`config.mk`:
```
export PLATFORM = sky130hd
export DESIGN_NAME = mesh_property_extrema_tracker_unit
export DESIGN_NICKNAME = d
export VERILOG_FILES = /design/src/rtl/mpet_pkg.sv /design/src/rtl/mesh_property_extrema_tracker_unit.sv
export SDC_FILE = /design/constraint.sdc
export NUM_CORES = 2
export LEC_CHECK = 0
export BUFFER_PORTS_ARGS = -buffer_cell sky130_fd_sc_hd__buf_2
export CAP_MARGIN = 20
export CORE_MARGIN = 3
export CORE_UTILIZATION = 62
export CTS_CLUSTER_SIZE = 40
export DETAILED_ROUTE_END_ITERATION = 10
export HOLD_SLACK_MARGIN = 0.1
export PLACE_DENSITY_LB_ADDON = 0.2
export SKIP_CTS_REPAIR_TIMING = 1
export SYNTH_ARGS = -nofsm -noshare
export SYNTH_HDL_FRONTEND = slang
export SYNTH_SLANG_ARGS = --single-unit
export TNS_END_PERCENT = 30
```
`constraint.sdc`:
```
create_clock -name clk_i -period 6.9 [get_ports clk_i]
set_input_delay 2.07 -clock clk_i [delete_from_list [all_inputs] [get_ports clk_i]]
set_output_delay 2.07 -clock clk_i [all_outputs]
set_load 0.05 [all_outputs]
```
`src/rtl/mpet_pkg.sv`:
```
// shared constants and codes for the mesh property extrema tracker
package mpet_pkg;

  localparam int COORD_BITS_DEF = 16;
  localparam int VALUE_BITS_DEF = 24;

  localparam int OPCODE_W      = 2;
  localparam int STAT_W        = 3;
  localparam int NUM_STATS     = 7;
  localparam int NUM_MAX_STATS = 3;
  // fraction bits of the Q16.8 inputs
  localparam int IN_FRAC_BITS  = 8;

  localparam logic [OPCODE_W-1:0] OP_SAMPLE = 2'd0;
  localparam logic [OPCODE_W-1:0] OP_READ   = 2'd1;
  localparam logic [OPCODE_W-1:0] OP_CLEAR  = 2'd2;

  localparam logic [STAT_W-1:0] SEL_MAX_VP    = 3'd0;
  localparam logic [STAT_W-1:0] SEL_MAX_VS    = 3'd1;
  localparam logic [STAT_W-1:0] SEL_MAX_RHO   = 3'd2;
  localparam logic [STAT_W-1:0] SEL_MIN_VP    = 3'd3;
  localparam logic [STAT_W-1:0] SEL_MIN_VS    = 3'd4;
  localparam logic [STAT_W-1:0] SEL_MIN_RHO   = 3'd5;
  localparam logic [STAT_W-1:0] SEL_MIN_RATIO = 3'd6;

endpackage

```
`src/rtl/mesh_property_extrema_tracker_unit.sv`:
```
// running min/max tracker of mesh properties with a restoring divider for vp/vs
//
//   channel | direction | handshake              | payload
//   in      | input     | in_valid_i, in_ready_o | opcode, coords, vp, vs, rho, stat_select
//   out     | output    | out_valid_o, out_ready_i | stat_id, stat_value, where_i/j/k
//
// one item at a time: a beat is taken only in the idle state
// sample with vs zero or a ratio above full scale: execute only; otherwise it goes on through
// the restoring divider, which makes one quotient bit per cycle, and then a ratio compare
// read or clear: execute only; a read waits in its execute state while the output register is full
// reset sets maxima to zero, minima to all ones and every location to zero
module mesh_property_extrema_tracker_unit #(
  parameter int COORD_BITS = mpet_pkg::COORD_BITS_DEF,
  parameter int VALUE_BITS = mpet_pkg::VALUE_BITS_DEF
) (
  input  logic                          clk_i,
  input  logic                          rst_ni,
  input  logic                          in_valid_i,
  output logic                          in_ready_o,
  input  logic [mpet_pkg::OPCODE_W-1:0] opcode_i,
  input  logic [COORD_BITS-1:0]         coord_i_i,
  input  logic [COORD_BITS-1:0]         coord_j_i,
  input  logic [COORD_BITS-1:0]         coord_k_i,
  input  logic [VALUE_BITS-1:0]         p_velocity_i,
  input  logic [VALUE_BITS-1:0]         s_velocity_i,
  input  logic [VALUE_BITS-1:0]         density_i,
  input  logic [mpet_pkg::STAT_W-1:0]   stat_select_i,
  output logic                          out_valid_o,
  input  logic                          out_ready_i,
  output logic [mpet_pkg::STAT_W-1:0]   stat_id_o,
  output logic [VALUE_BITS-1:0]         stat_value_o,
  output logic [COORD_BITS-1:0]         where_i_o,
  output logic [COORD_BITS-1:0]         where_j_o,
  output logic [COORD_BITS-1:0]         where_k_o
);

  localparam int NS    = mpet_pkg::NUM_STATS;
  localparam int SW    = mpet_pkg::STAT_W;
  localparam int FB    = mpet_pkg::IN_FRAC_BITS;
  localparam int CNT_W = $clog2(VALUE_BITS + 1);

  localparam logic [1:0] ST_IDLE = 2'd0;
  localparam logic [1:0] ST_EXEC = 2'd1;
  localparam logic [1:0] ST_DIV  = 2'd2;
  localparam logic [1:0] ST_RCMP = 2'd3;

  logic [1:0] state_q, state_d;

  // captured item
  logic [mpet_pkg::OPCODE_W-1:0] op_q;
  logic [COORD_BITS-1:0]         ci_q, cj_q, ck_q;
  logic [VALUE_BITS-1:0]         vp_q, vs_q, rho_q;
  logic [SW-1:0]                 sel_q;

  // stored extremes
  logic [VALUE_BITS-1:0] ext_val_q [NS];
  logic [COORD_BITS-1:0] ext_i_q   [NS];
  logic [COORD_BITS-1:0] ext_j_q   [NS];
  logic [COORD_BITS-1:0] ext_k_q   [NS];

  // divider
  logic [VALUE_BITS-1:0] rem_q, rem_d;
  logic [VALUE_BITS-1:0] dq_q, dq_d;
  logic [CNT_W-1:0]      cnt_q;
  logic [VALUE_BITS:0]   rem_sh, rem_sub;
  logic                  q_bit;
  logic                  ovf;

  // output register
  logic                  out_valid_q;
  logic [SW-1:0]         stat_id_q;
  logic [VALUE_BITS-1:0] stat_value_q;
  logic [COORD_BITS-1:0] where_i_q, where_j_q, where_k_q;

  logic                  in_acc;
  logic                  out_free;
  logic                  exec_sample, exec_read, exec_clear;
  logic                  sel_ok;
  logic [NS-1:0]         upd;
  logic [VALUE_BITS-1:0] nval [NS];

  assign in_ready_o  = (state_q == ST_IDLE);
  assign in_acc      = in_valid_i && in_ready_o;
  assign out_free    = !out_valid_q || out_ready_i;
  assign exec_sample = (state_q == ST_EXEC) && (op_q == mpet_pkg::OP_SAMPLE);
  assign exec_read   = (state_q == ST_EXEC) && (op_q == mpet_pkg::OP_READ);
  assign exec_clear  = (state_q == ST_EXEC) && (op_q == mpet_pkg::OP_CLEAR);
  assign sel_ok      = (sel_q < SW'(NS));

  // ratio overflows full scale when vp >= vs * 2^FB
  assign ovf = ({{FB{1'b0}}, vp_q} >= {vs_q, {FB{1'b0}}});

  // one restoring step
  assign rem_sh  = {rem_q, dq_q[VALUE_BITS-1]};
  assign rem_sub = rem_sh - {1'b0, vs_q};
  assign q_bit   = (rem_sh >= {1'b0, vs_q});
  assign rem_d   = q_bit ? rem_sub[VALUE_BITS-1:0] : rem_sh[VALUE_BITS-1:0];
  assign dq_d    = {dq_q[VALUE_BITS-2:0], q_bit};

  always_comb begin
    upd = '0;
    nval[mpet_pkg::SEL_MAX_VP]    = vp_q;
    nval[mpet_pkg::SEL_MAX_VS]    = vs_q;
    nval[mpet_pkg::SEL_MAX_RHO]   = rho_q;
    nval[mpet_pkg::SEL_MIN_VP]    = vp_q;
    nval[mpet_pkg::SEL_MIN_VS]    = vs_q;
    nval[mpet_pkg::SEL_MIN_RHO]   = rho_q;
    nval[mpet_pkg::SEL_MIN_RATIO] = dq_q;
    if (exec_sample) begin
      upd[mpet_pkg::SEL_MAX_VP]  = vp_q  > ext_val_q[mpet_pkg::SEL_MAX_VP];
      upd[mpet_pkg::SEL_MAX_VS]  = vs_q  > ext_val_q[mpet_pkg::SEL_MAX_VS];
      upd[mpet_pkg::SEL_MAX_RHO] = rho_q > ext_val_q[mpet_pkg::SEL_MAX_RHO];
      upd[mpet_pkg::SEL_MIN_VP]  = vp_q  < ext_val_q[mpet_pkg::SEL_MIN_VP];
      upd[mpet_pkg::SEL_MIN_VS]  = vs_q  < ext_val_q[mpet_pkg::SEL_MIN_VS];
      upd[mpet_pkg::SEL_MIN_RHO] = rho_q < ext_val_q[mpet_pkg::SEL_MIN_RHO];
    end
    if (state_q == ST_RCMP) begin
      upd[mpet_pkg::SEL_MIN_RATIO] = dq_q < ext_val_q[mpet_pkg::SEL_MIN_RATIO];
    end
  end

  always_comb begin
    state_d = state_q;
    case (state_q)
      ST_IDLE: begin
        if (in_acc) state_d = ST_EXEC;
      end
      ST_EXEC: begin
        if (exec_sample) begin
          state_d = (vs_q == '0 || ovf) ? ST_IDLE : ST_DIV;
        end else if (exec_read) begin
          if (!sel_ok || out_free) state_d = ST_IDLE;
        end else begin
          state_d = ST_IDLE;
        end
      end
      ST_DIV: begin
        if (cnt_q == CNT_W'(1)) state_d = ST_RCMP;
      end
      ST_RCMP: state_d = ST_IDLE;
      default: state_d = ST_IDLE;
    endcase
  end

  always_ff @(posedge clk_i or negedge rst_ni) begin
    if (!rst_ni) begin
      state_q     <= ST_IDLE;
      out_valid_q <= 1'b0;
      cnt_q       <= '0;
    end else begin
      state_q <= state_d;
      if (exec_read && sel_ok && out_free) begin
        out_valid_q <= 1'b1;
      end else if (out_ready_i) begin
        out_valid_q <= 1'b0;
      end
      if (exec_sample) begin
        cnt_q <= CNT_W'(VALUE_BITS);
      end else if (state_q == ST_DIV) begin
        cnt_q <= cnt_q - CNT_W'(1);
      end
    end
  end

  // payload registers
  always_ff @(posedge clk_i) begin
    if (in_acc) begin
      op_q  <= opcode_i;
      ci_q  <= coord_i_i;
      cj_q  <= coord_j_i;
      ck_q  <= coord_k_i;
      vp_q  <= p_velocity_i;
      vs_q  <= s_velocity_i;
      rho_q <= density_i;
      sel_q <= stat_select_i;
    end
    if (exec_sample) begin
      // start with the integer part of vp, then bring down its fraction and zeros
      rem_q <= {{FB{1'b0}}, vp_q[VALUE_BITS-1:FB]};
      dq_q  <= {vp_q[FB-1:0], {(VALUE_BITS-FB){1'b0}}};
    end else if (state_q == ST_DIV) begin
      rem_q <= rem_d;
      dq_q  <= dq_d;
    end
    if (exec_read && sel_ok && out_free) begin
      stat_id_q    <= sel_q;
      stat_value_q <= ext_val_q[sel_q];
      where_i_q    <= ext_i_q[sel_q];
      where_j_q    <= ext_j_q[sel_q];
      where_k_q    <= ext_k_q[sel_q];
    end
  end

  always_ff @(posedge clk_i or negedge rst_ni) begin
    if (!rst_ni) begin
      for (int s = 0; s < NS; s++) begin
        ext_val_q[s] <= (s < mpet_pkg::NUM_MAX_STATS) ? {VALUE_BITS{1'b0}}
                                                      : {VALUE_BITS{1'b1}};
        ext_i_q[s]   <= '0;
        ext_j_q[s]   <= '0;
        ext_k_q[s]   <= '0;
      end
    end else begin
      for (int s = 0; s < NS; s++) begin
        if (exec_clear) begin
          ext_val_q[s] <= (s < mpet_pkg::NUM_MAX_STATS) ? {VALUE_BITS{1'b0}}
                                                        : {VALUE_BITS{1'b1}};
          ext_i_q[s]   <= '0;
          ext_j_q[s]   <= '0;
          ext_k_q[s]   <= '0;
        end else if (upd[s]) begin
          ext_val_q[s] <= nval[s];
          ext_i_q[s]   <= ci_q;
          ext_j_q[s]   <= cj_q;
          ext_k_q[s]   <= ck_q;
        end
      end
    end
  end

  assign out_valid_o  = out_valid_q;
  assign stat_id_o    = stat_id_q;
  assign stat_value_o = stat_value_q;
  assign where_i_o    = where_i_q;
  assign where_j_o    = where_j_q;
  assign where_k_o    = where_k_q;

`ifndef SYNTHESIS
  a_accept_to_exec: assert property (@(posedge clk_i) disable iff (!rst_ni)
    in_acc |=> (state_q == ST_EXEC))
    else $error("accepted beat did not enter execute");

  a_rem_below_divisor: assert property (@(posedge clk_i) disable iff (!rst_ni)
    (state_q == ST_DIV) |-> (rem_q < vs_q))
    else $error("divider remainder not below divisor");

  a_out_id_valid: assert property (@(posedge clk_i) disable iff (!rst_ni)
    out_valid_o |-> (stat_id_o < SW'(NS)))
    else $error("result beat carries an unknown statistic");

  a_div_count: assert property (@(posedge clk_i) disable iff (!rst_ni)
    (state_q == ST_DIV) |-> (cnt_q != '0))
    else $error("divider running with zero count");
`endif

endmodule
```
# Word level (Yosys, flattened, before mapping)
# Cells that the tools add are included.
# Widths: inputs -> output; s select.
totals:
  in_bits: 129
  latch_bits: 0
  output_inout_bits: 77
  mem_bits_ro: 0
  elab_cells: 181
  ram_bits: 0
  mem_count: 0
  regBits: 760
classes:
  eq_ne: 9
  n_mux: 86
  n_bitwise: 1
  n_mul: 0
  div_mod_pow: 0
  reduce_logical: 24
  shifts: 0
  order_cmp: 11
  n_addsub: 2
op_table:
  columns: ["cell", "n"]
  rows:
  - ["$mux 16", 50]
  - ["$mux 24", 19]
  - ["$bmux 16 s3", 3]
  - ["$lt 24x24->1", 4]
  - ["$bmux 24 s3", 1]
  - ["$gt 24x24->1", 3]
  - ["$ge 24x32->1", 1]
  - ["$ge 25x24->1", 1]
  - ["$logic_not 24->1", 1]
  - ["$sub 24x24->24", 1]
  - ["$reduce_bool 2->1", 9]
  - ["$mux 2", 6]
  - ["$mux 5", 2]
  - ["$pmux 2 s4", 1]
  - ["$eq 2x2->1 const B", 3]
  - ["$logic_and 1x1->1", 6]
  - ["$mux 6", 1]
  - ["$eq 5x1->1 const B", 1]
  - ["$sub 5x1->5 const B", 1]
  - ["$eq 2x1->1 const B", 2]
  - ["$ge 4x4->1 const B", 1]
  - ["$logic_not 2->1", 2]
  - ["$ne 4x3->1 const B", 1]
  - ["$not 3->4", 1]
  - ["other kinds (7)", 12]

# Logic depth before layout (Yosys ltp)
logic_depth:
  word_depth: 7
  mapped_depth: 13
  mapped_depth_nobuf: 12

# Least setup slack after synthesis
# No wires, ideal clock.
synth_path:
  path_type: "input to register"
  from: "input port out_ready_i"
  to: "register stat_id_q[0], in the netlist stat_id_o[0] (enable)"
  path_stages: 2
  slack_ns: 0.850
  n_path_buf: 0
  setup_time_ns: 0.516
  arrival_ns: 5.534
  t_required_ns: 6.384
  cell_sequence: "nand2b_1 > nor2b_1"
synth_between:
  elab_chain_len: 2
synth_rtl:
  columns: ["element", "line", "rtl"]
  rows:
  - ["start: declaration", "mesh_property_extrema_tracker_unit.sv:29", "input logic out_ready_i,"]
  - ["$logic_or 1x1->1", "mesh_property_extrema_tracker_unit.sv:84", "assign out_free = !out_valid_q || out_ready_i;"]
  - ["$logic_and 1x1->1", "mesh_property_extrema_tracker_unit.sv:185", "if (exec_read && sel_ok && out_free) begin"]
  - ["end signal: assignment", "mesh_property_extrema_tracker_unit.sv:186", "stat_id_q <= sel_q;"]
  - ["end: declaration", "mesh_property_extrema_tracker_unit.sv:71", "logic [SW-1:0] stat_id_q;"]
# Every way passes these cells.
# A chain may end at the register's enable or synchronous reset.

# Final worst setup path
layout_path:
  from: "register vp_q[9]"
  to: "register ext_val_q[84] in the netlist's numbering"
layout_between:
  elab_chain_len: 3
layout_rtl:
  columns: ["element", "line", "rtl"]
  rows:
  - ["start: declaration", "mesh_property_extrema_tracker_unit.sv:52", "logic [VALUE_BITS-1:0] vp_q, vs_q, rho_q;"]
  - ["start signal: assignment", "mesh_property_extrema_tracker_unit.sv:172", "vp_q <= p_velocity_i;"]
  - ["$lt 24x24->1", "mesh_property_extrema_tracker_unit.sv:113", "upd[mpet_pkg::SEL_MIN_VP] = vp_q < ext_val_q[mpet_pkg::SEL_MIN_VP];"]
  - ["$mux 6", "mesh_property_extrema_tracker_unit.sv:109", "if (exec_sample) begin"]
  - ["$reduce_bool 2->1 (no source line)", null, null]
  - ["end signal: indexed assignment", "mesh_property_extrema_tracker_unit.sv:197", "ext_val_q[s] <= (s < mpet_pkg::NUM_MAX_STATS) ? {VALUE_BITS{1'b0}}"]
  - ["end signal: indexed assignment", "mesh_property_extrema_tracker_unit.sv:206", "ext_val_q[s] <= (s < mpet_pkg::NUM_MAX_STATS) ? {VALUE_BITS{1'b0}}"]
  - ["end signal: indexed assignment", "mesh_property_extrema_tracker_unit.sv:212", "ext_val_q[s] <= nval[s];"]
  - ["end: declaration", "mesh_property_extrema_tracker_unit.sv:56", "logic [VALUE_BITS-1:0] ext_val_q [NS];"]
# Every way passes these cells.

==> summary.json <==
{
  "logic_synthesis": {
    "synthesis.area_per_instance_um2": 10.2,
    "yosysWarningCount": 0,
    "synth_top_family_by_area": "compound AO/OA/AOI/OAI gates",
    "post_synth_mux_area_share": 0.0786,
    "distinct_cells_synth": 74,
    "fraction_of_registers_with_async_set_or_reset_after_synthesis": 0.674,
    "synth_compound_gate_area_share": 0.142,
    "synth_xor_xnor_area_share": 0.00524,
    "dominant_register_cell_in_the_synthesized_netlist": "sky130_fd_sc_hd__dfrtp_1",
    "yosys.area.top_type_share": 0.271,
    "synth_top_area_cell": "sky130_fd_sc_hd__dfrtp_1",
    "synth_area_leaders": "sky130_fd_sc_hd__dfrtp_1, sky130_fd_sc_hd__edfxtp_1, sky130_fd_sc_hd__ha_1",
    "synthAdderAreaFrac": 0.0676,
    "syn_area_um2": 38400,
    "synth_nets": 4114,
    "synth_cells": 3778,
    "synth_sequential_area_ratio": 0.524,
    "synth_simple_gate_area_frac": 0.134,
    "synth_edf_count": 224,
    "yosys_register_bits": 760
  },
  "clock_tree": {
    "cts_num_sinks": 760,
    "tritoncts": "yes",
    "clockBufferDepth": 3,
    "cts_buffers": 79,
    "root_buffer": "sky130_fd_sc_hd__clkbuf_16",
    "cts-htree-levels": 3,
    "clock_insertion_delay_worst_skew_ps": 640,
    "cts.reportedPaths.clkPinSlew_ps": 70
  },
  "die": {
    "rows": 90,
    "design.core.area_um2": 60800,
    "die_area_um2": 65000,
    "design.portCount": 206,
    "chipHeight_um": 255,
    "die_w_um": 255,
    "initial_utilization": 0.632
  },
  "place": {
    "dp_slack_ps": 2910,
    "post-dp-hpwl_um": 69000,
    "finalWeightedCongestion": 0.956,
    "numPortBuffers": 205,
    "placed_cells_incl_taps": 4529
  },
  "layout": {
    "final_core_util": 0.699,
    "top_library_cells_by_usage_in_the_layout_fill_and_taps_aside": "sky130_fd_sc_hd__nand2_1, sky130_fd_sc_hd__dfrtp_1, sky130_fd_sc_hd__nand3_1",
    "layout_commonest_cell": "sky130_fd_sc_hd__nand2_1",
    "drive_gt1_frac": 0.146,
    "nets": 4166,
    "area_delta_synth_final_pct": 10.5,
    "layoutNonFillerInstCount": 4677,
    "antennaDiodeCount": 0
  },
  "setup_path": {
    "worst_setup_path_end_kind": "flip-flop",
    "path_max_fanout": 50,
    "worst_ep_required_time_ps": 7440,
    "worst-r2r-setup-slack_ps": 3010,
    "rr_worst_depth": 10,
    "r2r-end": "ext_val_q[84]",
    "critical-path-top-delay-family": "compound AO/OA/AOI/OAI gates",
    "critical_path.cell_chain": "ha_1 > a21o_1 > a21o_1 > a21oi_1 > a21o_1 > a21oi_1 > o21ai_4 > buf_4 > nand2_1 > a31oi_1",
    "path_depth": 10,
    "critPathMostFrequentCell": "sky130_fd_sc_hd__a21o_1",
    "worst-setup-path-type": "reg -> reg",
    "start_kind": "flip-flop",
    "worst_r2r_startpoint": "vp_q[9]",
    "cp.arrival_ps": 4430,
    "crit_path_top_delay_cell": "sky130_fd_sc_hd__buf_4",
    "path_buf_inv": 1,
    "cpPeakStageDelay_ps": 680
  },
  "sta": {
    "totalNegativeSetupSlack_ps": 0,
    "final_period_minus_worst_setup_slack_ps": 3890,
    "final.setup_skew_ps": 28.7,
    "maxClockFrequency_ghz": 0.257,
    "report.final.setup_viol": 0,
    "worstMarginPinSlew_ps": 1170,
    "timing.final.crit_share": 0.564,
    "timing.final.ws_setup_ps": 3010,
    "grt_setup_unrepaired": "false",
    "report.final.slew_viol_count": 0,
    "hold_violations": 0,
    "timing.slew.headroom": 0.219
  },
  "route": {
    "routed_wl_per_cell_um": 24.8,
    "vias_per_cell": 6.66,
    "detailedRoute.firstIterationViolations": 3863,
    "total_number_of_vias": 31100,
    "drt_drc_violations_left": 0,
    "first_pass_iters": 6,
    "antenna_left": 0,
    "routed_wirelength_um": 116000
  },
  "global_routing": {
    "grt.total_usage": 0.360,
    "wire_length_of_the_first_global_routing_pass_um": 179000,
    "total_global_routing_overflow": 0,
    "number_of_antenna_violations_at_the_first_check_in_global_routing": 1,
    "via_count_of_the_first_global_routing_pass": 30700,
    "grt_start_max_net_pins": 187
  },
  "worst_hold_path": {
    "whs_path_depth": 2,
    "holdCritPathClass": "reg -> reg",
    "timing.hold.worst.start": "ext_i_q[73]",
    "hold_path_end": "ext_i_q[73]"
  },
  "pwr": {
    "power_per_cell_area_nw_per_um2": 430,
    "total_power_mw": 18.3,
    "power.ir.vdd_worst_uv": 281,
    "leakagePower_nw": 19.1
  },
  "run_status": {
    "run_status": "complete, no violations"
  },
  "run": {
    "timing.max_cap.violations": 0
  }
}
==> registers in the layout, indices dropped and copies added, names as in the netlist, named ones only <==
name and count:
where_j_o 16, cj_q 16, op_q 2, ext_i_q 112, rho_q 24, stat_value_o 24
ext_j_q 112, cnt_q 5, sel_q 3, state_q 1, out_valid_o 1, ext_val_q 168
where_i_o 16, ci_q 16, where_k_o 16, vs_q 24, ext_k_q 112, vp_q 24
rem_q 24, dq_q 24, ck_q 16, stat_id_o 3
==> layout make-up <==
cell class	count	area, um^2
Sequential cell	760	20100
Fill cell	4506	18300
Multi-Input combinational cell	2538	16600
Clock buffer	108	2220
Timing Repair Buffer	251	1530
Tap cell	782	978
Inverter	200	751
Clock inverter	38	305
==> routing by layer <==
layer	routed length [um]	GRT usage
met1	45100	0.502
met3	13900	0.0898
met4	6510	0.186
met5	11	0
met2	50400	0.528
==> worst register-to-register path, delay by kind of cell (launching register included) <==
family | cells | cell delay, ps
AOI/OAI and AO/OA | 7 | 1550
buffers and inverters | 1 | 680
and+or+nand+nor | 1 | 650
DFF | 1 | 540
adders and majority gates | 1 | 380
==> worst max path at each step <==
stage,slack (ps),end,from
floorplan,850,stat_id_o[0],out_ready_i
global placement,2930,where_j_o[11],out_ready_i
detailed placement,2910,where_j_o[10],out_ready_i
CTS,3100,ext_val_q[72],vp_q[9]
global route,2830,ext_val_q[88],vp_q[9]
finish,3010,ext_val_q[84],vp_q[9]
==> synthesized netlist by cell type (all sizes together), types with 24 or more instances <==
| library cell | instances |
|---|---|
| nand2 | 455 |
| dfrtp | 416 |
| o21ai | 329 |
| nand3 | 318 |
| a21oi | 306 |
| nor2 | 251 |
| clkbuf | 225 |
| edfxtp | 224 |
| ha | 206 |
| inv | 200 |
| mux2i | 140 |
| dfstp | 96 |
| mux4 | 72 |
| o31ai | 72 |
| o211ai | 70 |
| a21o | 62 |
| buf | 55 |
| nand4 | 44 |
| nor3 | 44 |
| dfxtp | 24 |
==> cell families (layout without fill, tap and decap cells) <==
| group | count (synthesis) | in the layout |
|---|---|---|
| AO/OA/AOI/OAI | 925 | 925 |
| XOR/XNOR | 23 | 23 |
| adder cells (fa/ha/maj) | 207 | 207 |
| buffers and inverters | 480 | 597 |
| flip-flops | 760 | 760 |
| multiplexers | 212 | 212 |
| AND/OR/NAND/NOR | 1171 | 1171 |
==> where the power goes <==
group | total (mW) | switching (mW) | leakage (nW) | internal (mW)
sequential | 7.68 | 1.21 | 8.80 | 6.47
clock | 4.22 | 1.81 | 1.25 | 2.41
combinational | 6.38 | 3.94 | 9.03 | 2.44
==> stage by stage <==
stage                     instance area, um^2  hold slack [ps]
after global placement                  39900              473
after global routing                    42500              506
after CTS                               42400              494
final                                   42500              492
after floorplan                         38400              424
after detailed placement                39900              479
(Power assumes the default switching activity.)
